## config.mk

```make
export PLATFORM = sky130hd
export DESIGN_NAME = wrm_front_flat
export DESIGN_NICKNAME = d
export VERILOG_FILES = /design/src/wrm_pkg.sv /design/src/wrm_in_if.sv /design/src/wrm_front.sv /design/src/flat_wrapper.sv
export SDC_FILE = /design/constraint.sdc
export NUM_CORES = 1
export LEC_CHECK = 0
export ABC_AREA = 1
export BUFFER_PORTS_ARGS = -buffer_cell sky130_fd_sc_hd__buf_2
export CAP_MARGIN = 10
export CORE_ASPECT_RATIO = 0.8
export CORE_MARGIN = 2
export CORE_UTILIZATION = 59
export CTS_BUF_LIST = sky130_fd_sc_hd__clkbuf_4
export DETAILED_ROUTE_END_ITERATION = 16
export MAX_ROUTING_LAYER = met4
export PLACE_DENSITY_LB_ADDON = 0.1
export SETUP_SLACK_MARGIN = 0.05
export SLEW_MARGIN = 0
export SYNTH_ARGS = -nofsm -noshare
export SYNTH_HDL_FRONTEND = slang
export SYNTH_SLANG_ARGS = --single-unit
export TNS_END_PERCENT = 5
```

## constraint.sdc

```tcl
create_clock -name clk -period 24.9 [get_ports clk]
set_input_delay 2.49 -clock clk [delete_from_list [all_inputs] [get_ports clk]]
set_output_delay 2.49 -clock clk [all_outputs]
set_load 0.01 [all_outputs]
```

## src/wrm_pkg.sv

```systemverilog
// ---------------------------------------------------------------------------
// wrm_pkg: shared types and constants of the windowed rate meter
// Field widths, mode codes and the queue entry carried from front to back.
// ---------------------------------------------------------------------------
package wrm_pkg;

  localparam int DEF_CHANNELS   = 8;
  localparam int DEF_RING_DEPTH = 16;

  localparam int MODE_W  = 2;
  localparam int CHAN_W  = 3;
  localparam int COUNT_W = 64;
  localparam int STAMP_W = 48;
  localparam int WIN_W   = 32;
  localparam int RATE_W  = 64;

  localparam logic [MODE_W-1:0] MODE_RECORD = 2'd0;
  localparam logic [MODE_W-1:0] MODE_RATE   = 2'd1;
  localparam logic [MODE_W-1:0] MODE_TOTAL  = 2'd2;
  // Unused code; such beats are taken and dropped.
  localparam logic [MODE_W-1:0] MODE_IDLE   = 2'd3;

  // Milliseconds to seconds times 2^16.
  localparam logic [26:0] MS_Q16 = 27'd65536000;

  typedef struct packed {
    logic [MODE_W-1:0]  mode;
    logic [CHAN_W-1:0]  channel;
    logic [COUNT_W-1:0] sample_count;
    logic [STAMP_W-1:0] time_ms;
    logic [WIN_W-1:0]   window_ms;
  } cmd_t;

endpackage

```

## src/wrm_in_if.sv

```systemverilog
// ---------------------------------------------------------------------------
// wrm_in_if: input channel of the rate meter
// Valid/ready channel carrying one command beat.
// ---------------------------------------------------------------------------
interface wrm_in_if;
  import wrm_pkg::*;
  logic               valid;
  logic               ready;
  logic [MODE_W-1:0]  mode;
  logic [CHAN_W-1:0]  channel;
  logic [COUNT_W-1:0] sample_count;
  logic [STAMP_W-1:0] time_ms;
  logic [WIN_W-1:0]   window_ms;
  modport source (output valid, mode, channel, sample_count, time_ms, window_ms,
                  input ready);
  modport sink (input valid, mode, channel, sample_count, time_ms, window_ms,
                output ready);
endinterface

```

## src/wrm_front.sv

```systemverilog
// ---------------------------------------------------------------------------
// wrm_front: command intake
// Accepts command beats, drops mode 3, and queues the rest in a small FIFO.
// ---------------------------------------------------------------------------
module wrm_front
  import wrm_pkg::*;
#(
  parameter int QDEPTH = 2
) (
  input  logic clk,
  input  logic rst,
  wrm_in_if.sink in_ch,
  output logic q_valid,
  input  logic q_pop,
  output cmd_t q_head
);
  localparam int QW = $clog2(QDEPTH);

  cmd_t         slots [QDEPTH];
  logic [QW-1:0] rd_ptr, wr_ptr;
  logic [QW:0]   fill;
  logic          push;
  cmd_t          cmd;

  assign cmd = '{mode: in_ch.mode, channel: in_ch.channel,
                 sample_count: in_ch.sample_count, time_ms: in_ch.time_ms,
                 window_ms: in_ch.window_ms};
  assign in_ch.ready = (fill != (QW+1)'(QDEPTH));
  assign push = in_ch.valid && in_ch.ready && (in_ch.mode != MODE_IDLE);
  assign q_valid = (fill != '0);
  assign q_head = slots[rd_ptr];

  always_ff @(posedge clk) begin
    if (rst) begin
      rd_ptr <= '0;
      wr_ptr <= '0;
      fill   <= '0;
    end else begin
      if (push) begin
        wr_ptr <= (wr_ptr == QW'(QDEPTH-1)) ? '0 : wr_ptr + 1'b1;
      end
      if (q_pop) begin
        rd_ptr <= (rd_ptr == QW'(QDEPTH-1)) ? '0 : rd_ptr + 1'b1;
      end
      fill <= fill + (QW+1)'(push) - (QW+1)'(q_pop);
    end
    if (push) begin
      slots[wr_ptr] <= cmd;
    end
  end
endmodule

```

## src/flat_wrapper.sv

```systemverilog
// flat-port wrapper written by rule: the top's interface ports become plain ports
module wrm_front_flat import wrm_pkg::*;
#(
  parameter int QDEPTH = 2
)
  (clk, rst, q_valid, q_pop, q_head, in_ch_valid, in_ch_mode, in_ch_channel, in_ch_sample_count, in_ch_time_ms, in_ch_window_ms, in_ch_ready);
  wrm_in_if in_ch_i ();
  input  logic clk;
  input  logic rst;
  output logic q_valid;
  input  logic q_pop;
  output cmd_t q_head;
  input wire logic [$bits(in_ch_i.valid)-1:0] in_ch_valid;
  input wire logic [$bits(in_ch_i.mode)-1:0] in_ch_mode;
  input wire logic [$bits(in_ch_i.channel)-1:0] in_ch_channel;
  input wire logic [$bits(in_ch_i.sample_count)-1:0] in_ch_sample_count;
  input wire logic [$bits(in_ch_i.time_ms)-1:0] in_ch_time_ms;
  input wire logic [$bits(in_ch_i.window_ms)-1:0] in_ch_window_ms;
  output wire logic [$bits(in_ch_i.ready)-1:0] in_ch_ready;
  assign in_ch_i.valid = in_ch_valid;
  assign in_ch_i.mode = in_ch_mode;
  assign in_ch_i.channel = in_ch_channel;
  assign in_ch_i.sample_count = in_ch_sample_count;
  assign in_ch_i.time_ms = in_ch_time_ms;
  assign in_ch_i.window_ms = in_ch_window_ms;
  assign in_ch_ready = in_ch_i.ready;
  wrm_front #(.QDEPTH(QDEPTH)) u_core (.clk(clk), .rst(rst), .in_ch(in_ch_i), .q_valid(q_valid), .q_pop(q_pop), .q_head(q_head));
endmodule
```

## Word-level counts from Yosys, hierarchy flattened

Memory sizes are Yosys's and may differ from the RTL's. A register that Yosys moved wholly into a read port is not among the register bits.
Cells that the tools add are included.

| storage, ports and cells | value |
|---|---|
| flip-flop bits (word level) | 4 |
| latch bits | 0 |
| bits in writable memories | 298 |
| bits in read-only memories | 0 |
| output and inout port bits | 151 |
| memories kept | 1 |

| cells by class | value |
|---|---|
| add/sub/neg operators | 4 |
| $mul | 0 |
| divide/modulo/power cells | 0 |
| $lt $le $gt $ge | 0 |
| equality and inequality tests | 2 |
| shift-type cells | 0 |
| mux-type cells | 6 |
| bitwise gates (word level) | 0 |
| reductions and logical operators | 3 |

Memory list:

| memory | depth | bits a word | read ports | clocked after Yosys merged registers in | write ports | line | source |
|---|---|---|---|---|---|---|---|
| u_core.slots | 2 | 149 | 1 | 1 | 1 | wrm_front.sv:19 | `cmd_t slots [QDEPTH];` |

Operators by type and width:

| kind | number |
|---|---|
| two-way mux 1 bit | 6 |
| inequality test 2 bit, second input constant | 2 |
| adder 1 bit, second input constant | 2 |
| adder 2 x 1 -> 2 bit | 1 |
| logical AND 1 bit | 2 |
| nonzero test 2 bit | 1 |
| subtractor 2 x 1 -> 2 bit | 1 |

## Logic depth before layout (Yosys ltp)

Gate-level depths: netlist (run 1).

| depth | value |
|---|---|
| word-level depth | 5 |
| depth in mapped cells | 9 |
| depth with buffers taken out | 9 |

## Least setup slack after synthesis (run 1)

OpenSTA, ideal clock, no wires.

| path | value |
|---|---|
| path type | in2reg |
| start | input in_ch_mode[0] |
| end | memory u_core.slots[1][0] in the netlist's numbering, enable pin |
| arrival | 9.028 ns |
| data required time | 24.240 ns |
| path slack | 15.211 ns |
| stages on the path | 5 |
| buffers on the path | 0 |
| path through | nand2_1 nand2_1 nor2_1 inv_1 nor2_1 |

| on the way | value |
|---|---|
| longest elaborated chain between the ends | 4 |

Ends and longest elaborated chain:

| item | line | source |
|---|---|---|
| from (decl) | flat_wrapper.sv:14 | `input wire logic [$bits(in_ch_i.mode)-1:0] in_ch_mode;` |
| inequality test 2 bit | wrm_front.sv:29 | `assign push = in_ch.valid && in_ch.ready && (in_ch.mode != MODE_IDLE);` |
| logical AND 1 bit | wrm_front.sv:29 |  |
| two-way mux 1 bit | wrm_front.sv:47 | `if (push) begin` |
| two-way mux 1 bit (implied by the code) | wrm_front.sv:48 | `slots[wr_ptr] <= cmd;` |
| to (decl) | wrm_front.sv:19 |  |

Every way passes these cells.

==> impl_metrics.py, run 1 <==
metrics = {
    "placement": {
        "place_hpwl_um": 14400,
        "numPortBuffers": 303,
        "gp_congestion": 0.798,
        "place_ws_ps": 20050,
    },
    "yosys": {
        "synth_nets": 656,
        "yosys.area_share.simple_pct": 0.690,
        "synth_top_flop_cell": "edfxtp_1",
        "synthArstFlopShare_pct": 0,
        "ys_top_cells_by_area": "edfxtp_1 (78%), mux2_4 (13%), mux2_2 (4.7%), buf_6 (1.4%), dfxtp_1 (0.88%)",
        "yosys.area_share.adder_pct": 0.110,
        "synth_edf_count": 298,
        "synth_most_common_cell": "edfxtp_1",
        "yosys.area.top_type": "edfxtp_1",
        "synth_area_mm2": 0.0114,
        "synth_commonest_cells": "edfxtp_1 (298), mux2_4 (101), mux2_2 (48)",
        "synth_compound_area_share_pct": 0.0876,
        "syn_inst": 502,
        "synth-xor-area-share_pct": 0.0767,
        "yosysSeqAreaShare_pct": 79.2,
        "syn_avg_cell_area_um2": 22.8,
        "synthMuxAreaShare_pct": 18.0,
        "ys_types": 15,
        "synth.top_cell.area_share_pct": 78.3,
        "ys_ff_latch": 303,
        "synth_top_family_by_area": "multiplexers",
        "yosysWarnings": 0,
    },
    "die": {
        "core-area_mm2": 0.0190,
        "rows": 45,
        "fp.dieW_um": 160,
        "dieArea_mm2": 0.0205,
        "die_h_um": 128,
        "initial_core_util_pct": 60.2,
        "io_pins": 304,
    },
    "worst_setup_path": {
        "end_kind": "output pin",
        "slowest_stage": "buf_4",
        "critPathTopFamily": "buffers and inverters",
        "cp_max_fo": 69,
        "cp-start-kind": "flip-flop",
        "cp_cell_sequence": "buf_4 -> mux2_2 -> buf_2",
        "required_ps": 22410,
        "r2r-start": "u_core.fill[1]",
        "crit_buf_inv": 2,
        "worst-endpoint-arrival_ps": 2760,
        "crit_type": "flip-flop to output pin",
        "slowest_delay_ps": 920,
        "reg2reg_slack_ps": 22340,
    },
    "pwr": {
        "power_mw": 1.15,
        "power.density_mw_per_mm2": 81.3,
        "power_leakage_nw": 5.61,
        "peakVddDrop_mv": 0.0671,
    },
    "detailed_routing": {
        "remaining_drc_errors": 0,
        "drt_iter0_markers": 330,
        "ant_nets": 0,
        "vias": 6016,
        "first_pass_iters": 4,
        "vias_per_cell": 5.10,
        "wl_per_cell_um": 18.5,
        "wl_um": 21800,
    },
    "cts": {
        "cts_tree": "built",
        "clockBufferDepth": 3,
        "clkSlewWorstSetupHoldPaths_ps": 70,
        "cts_buffers": 74,
        "cts_sinks": 303,
        "insertion_delay_ps": 640,
        "ctsResizeCount": 0,
        "ctsHoldBuffers": 0,
        "clockRootBuffer": "clkbuf_4",
        "htree_levels": 3,
        "postCtsSetupBuffers": 0,
    },
    "grt": {
        "grt_use_met2_pct": 35.2,
        "grt_pass1_wl_um": 32200,
        "grt-busiest-layer": "met2",
        "grt_pass1_vias": 6287,
        "gr-usage-met3_pct": 7.61,
        "grt_util_met1_pct": 24.5,
        "grt_util_all_layers_pct": 21.4,
        "gr-total-overflow": 0,
        "grt_antenna_before_repair": 4,
        "grt_max_degree": 90,
    },
    "cells_and_area": {
        "final_net_count": 1024,
        "fillers": 1179,
        "ff_latch_area_mm2": 0.00905,
        "area_delta_synth_final_pct": 23.3,
        "utilization_pct": 74.2,
        "drive_gt1_share_pct": 63.1,
        "multi_input_area_mm2": 0.00218,
    },
    "timing": {
        "fin_crit_ps": 5250,
        "fin_crit_sh_pct": 21.1,
        "setup_viol": 0,
        "worst_clock_skew_ps": 29.8,
        "fin_tns_setup_ps": 0,
        "slew_headroom_pct": 17.7,
        "rsz0062_at_grt": "false",
        "maxSlewViolCount": 0,
        "fin_ws_ps": 19650,
        "tightest_slew_ps": 1230,
        "max_freq_ghz": 0.190,
        "finalHoldViolations": 0,
    },
    "run_status": {
        "outcome": "finished, final reports clean",
    },
    "worst_hold_path": {
        "min_path_type": "flip-flop to flip-flop",
        "hp-start": "u_core.rd_ptr",
    },
    "run": {
        "cap_violations": 0,
    },
}
[per-stage QoR]
step / area (µm²) / hold slack [ps] / instances
3_3_place_gp: 13200 / 500 / 1052
4_1_cts: 14100 / 550 / 1173
3_5_place_dp: 13200 / 534 / 1052
5_1_grt: 14100 / 573 / 1177
6_report: 14100 / 557 / 1179
2_1_floorplan: 11400 / 480 / 502
[worst reg2reg max path: stages (launching register included)]
cell	delay [ps]
dfxtp_1	340
inv_1	110
nor2_1	50
nor2_1	180
inv_1	150
nor2_4	450
buf_4	810
[metal layers]
| metal | part of all wire (%) | up-vias | wire (µm) |
|---|---|---|---|
| li1 | - | 2756 | - |
| met1 | 40 | 2965 | 8730 |
| met2 | 50 | 259 | 10900 |
| met3 | 8.2 | 36 | 1780 |
| met4 | 2.0 | 0 | 427 |
| met5 | 0 | - | 0 |
[logic make-up after synthesis]
| family | Yosys count |
|---|---|
| compound gates | 2 |
| xor+xnor | 1 |
| fa+ha+maj | 1 |
| buf+inv | 26 |
| flops | 303 |
| mux | 149 |
| simple gates | 20 |
[sequential cells by signal, summed over array words and instances, names as in the netlist, named ones only]
signal,cells
u_core.rd_ptr,1
u_core.fill,2
u_core.slots,298
u_core.wr_ptr,1
[layout make-up]
type	count	area share [%]
repair buffers	309	11.1
clock buffers	109	5.81
flip-flops and latches	303	64.3
multi-input cells	173	15.5
well taps	258	2.29
diodes	6	0.107
clock inverters	12	0.702
inverters	9	0.240
[power breakdown]
| part | total (mW) | internal, mW | switching (mW) | leakage [nW] |
|---|---|---|---|---|
| logic | 0.142 | 0.0688 | 0.0730 | 2.26 |
| registers | 0.607 | 0.598 | 0.00913 | 2.79 |
| clock network | 0.397 | 0.219 | 0.177 | 0.559 |
| total | 1.15 | 0.886 | 0.259 | 5.61 |
[worst paths after layout]
path / cells after the start / endpoint
max: 3 / q_head[12]
min: 2 / flip-flop
max reg2reg: 6 / u_core.slots[0][96]
min reg2reg: 2 / flip-flop
[cell usage in the layout (no fill, tap or decap), drive strengths merged]
cell,Yosys,final
nand2,10,10
a21oi,1,1
ha,1,1
o21ai,1,1
xnor2,1,1
nand4,1,1
edfxtp,298,298
mux2,149,149
clkbuf,0,109
bufinv,0,2
dfxtp,5,5
nand3,1,1
buf,17,309
nor2,8,8
clkinv,0,6
inv,9,13
diode,0,6
(Power assumes the default switching activity.)
==> inputs of run 2 (changes only) <==
--- a/config.mk
+++ b/config.mk
@@ -10,7 +10,7 @@
 export CAP_MARGIN = 10
 export CORE_ASPECT_RATIO = 0.8
 export CORE_MARGIN = 2
-export CORE_UTILIZATION = 59
+export CORE_UTILIZATION = 49
 export CTS_BUF_LIST = sky130_fd_sc_hd__clkbuf_4
 export DETAILED_ROUTE_END_ITERATION = 16
 export MAX_ROUTING_LAYER = met4
==> constraint.sdc (replaced) <==
create_clock -name clk -period 4.2 [get_ports clk]
set_input_delay 0.42 -clock clk [delete_from_list [all_inputs] [get_ports clk]]
set_output_delay 0.42 -clock clk [all_outputs]
set_load 0.01 [all_outputs]
==> run 2 against run 1 <==
Effect of this change:
- sequential share of layout area decreased by 6.7 points
- register-to-register slack got worse by 21000 ps
- combinational power increased to 6.8 times the previous value
- sequential power increased to 5.9 times the previous value
- via count increased by 8.5%
- core utilization decreased by 4.9 points
==> impl_metrics.py, run 2 (same netlist as run 1, synthesis figures left out) <==
metrics = {
    "die": {
        "initial_core_util_pct": 50.4,
        "die_h_um": 141,
        "core-area_mm2": 0.0227,
        "rows": 49,
        "io_pins": 304,
        "dieArea_mm2": 0.0246,
        "fp.dieW_um": 175,
    },
    "timing": {
        "fin_crit_sh_pct": 70.2,
        "worst_clock_skew_ps": 33.8,
        "max_freq_ghz": 0.339,
        "rsz0062_at_grt": "false",
        "slew_headroom_pct": 45.4,
        "finalHoldViolations": 0,
        "setup_viol": 0,
        "maxSlewViolCount": 0,
        "fin_crit_ps": 2950,
        "tightest_slew_ps": 817,
        "fin_tns_setup_ps": 0,
    },
    "cts": {
        "ctsHoldBuffers": 150,
        "insertion_delay_ps": 650,
        "postCtsSetupBuffers": 0,
        "ctsResizeCount": 0,
        "clockBufferDepth": 3,
        "cts_buffers": 76,
        "cts_sinks": 303,
        "clkSlewWorstSetupHoldPaths_ps": 70,
        "cts_tree": "built",
        "htree_levels": 3,
        "clockRootBuffer": "clkbuf_4",
    },
    "detailed_routing": {
        "vias_per_cell": 4.73,
        "drt_iter0_markers": 416,
        "wl_um": 24000,
        "ant_nets": 0,
        "wl_per_cell_um": 17.4,
        "remaining_drc_errors": 0,
        "first_pass_iters": 4,
        "vias": 6530,
    },
    "cells_and_area": {
        "design_area_mm2": 0.0157,
        "most-common-layout-cells": "buf_2 (303), edfxtp_1 (298), dlygate4sd3_1 (150)",
        "final_common_cell": "buf_2",
        "largest_register_ffs": 298,
        "drive_gt1_share_pct": 53.5,
        "reg.largest.list": "u_core.slots x298, u_core.fill x2",
        "largest-register": "u_core.slots",
        "final_net_count": 1178,
        "area_delta_synth_final_pct": 37.7,
    },
    "placement": {
        "place_hpwl_um": 14900,
        "numPortBuffers": 303,
        "placedInstanceArea_mm2": 0.0133,
        "gp_congestion": 0.788,
    },
    "run": {
        "cap_violations": 0,
    },
    "run_status": {
        "outcome": "finished, final reports clean",
    },
    "grt": {
        "grt_pass1_wl_um": 36400,
        "grt_max_degree": 56,
        "grt_antenna_before_repair": 2,
        "grt_pass1_vias": 7110,
        "gr-total-overflow": 0,
        "grt_util_all_layers_pct": 19.8,
    },
    "pwr": {
        "power.density_mw_per_mm2": 441,
        "power_leakage_nw": 6.26,
        "peakVddDrop_mv": 0.290,
    },
    "worst_setup_path": {
        "cp-start-kind": "flip-flop",
        "worst-endpoint-arrival_ps": 2530,
        "required_ps": 3780,
        "cp_max_fo": 55,
        "crit_type": "flip-flop to output pin",
        "end_kind": "output pin",
        "r2r-start": "u_core.fill[1]",
    },
    "worst_hold_path": {
        "hp-start": "q_pop",
        "min_path_type": "input port to flip-flop",
    },
}
-- run 2: final timing paths --
path,endpoint,slack [ps],depth (start not counted)
min reg2reg,u_core.rd_ptr,540,2
min,u_core.rd_ptr,80,3
max reg2reg,u_core.slots[0][39],1810,6
max,q_head[25],1250,3
-- run 2: cell type report --
type,count,area (µm²)
antenna,2,5.00
clock buffer,106,796
clock inverter,20,129
fill,1548,6950
inverter,9,33.8
multi-input combinational,173,2180
sequential,303,9050
tap,306,383
timing repair buffer,461,3150
-- run 2: power breakdown --
group | switching (mW) | internal, mW | leakage [nW] | total (mW)
Combinational | 0.453 | 0.509 | 2.91 | 0.962
Clock | 1.09 | 1.28 | 0.552 | 2.36
Sequential | 0.0672 | 3.54 | 2.79 | 3.61
Total | 1.61 | 5.33 | 6.26 | 6.94
-- run 2: routing by layer --
metal / global-route usage (%) / share of wire (%) / up-vias
met5: - / 0 / -
met4: 6.84 / 1.1 / 0
met3: 5.46 / 7.1 / 24
met2: 32.6 / 51 / 264
met1: 23.6 / 41 / 3158
li1: - / - / 3084
-- run 2: critical path, cell delays in order, from the launching register on --
cell,delay [ps]
dfxtp_4,840
buf_12,450
mux2_2,390
buf_2,150
-- run 2: stage by stage --
stage	util, %	instances	worst slack (ps)	total power, mW	hold slack, ps
final	69.4	1380	1250	6.94	79.5
after global routing	69.4	1380	1080	7.25	54.1
after floorplan	-	502	-897	4.20	480
after CTS	69.3	1378	1190	7.03	20.1
after global placement	58.6	1102	1620	4.50	495
after detailed placement	58.6	1102	1570	4.53	514
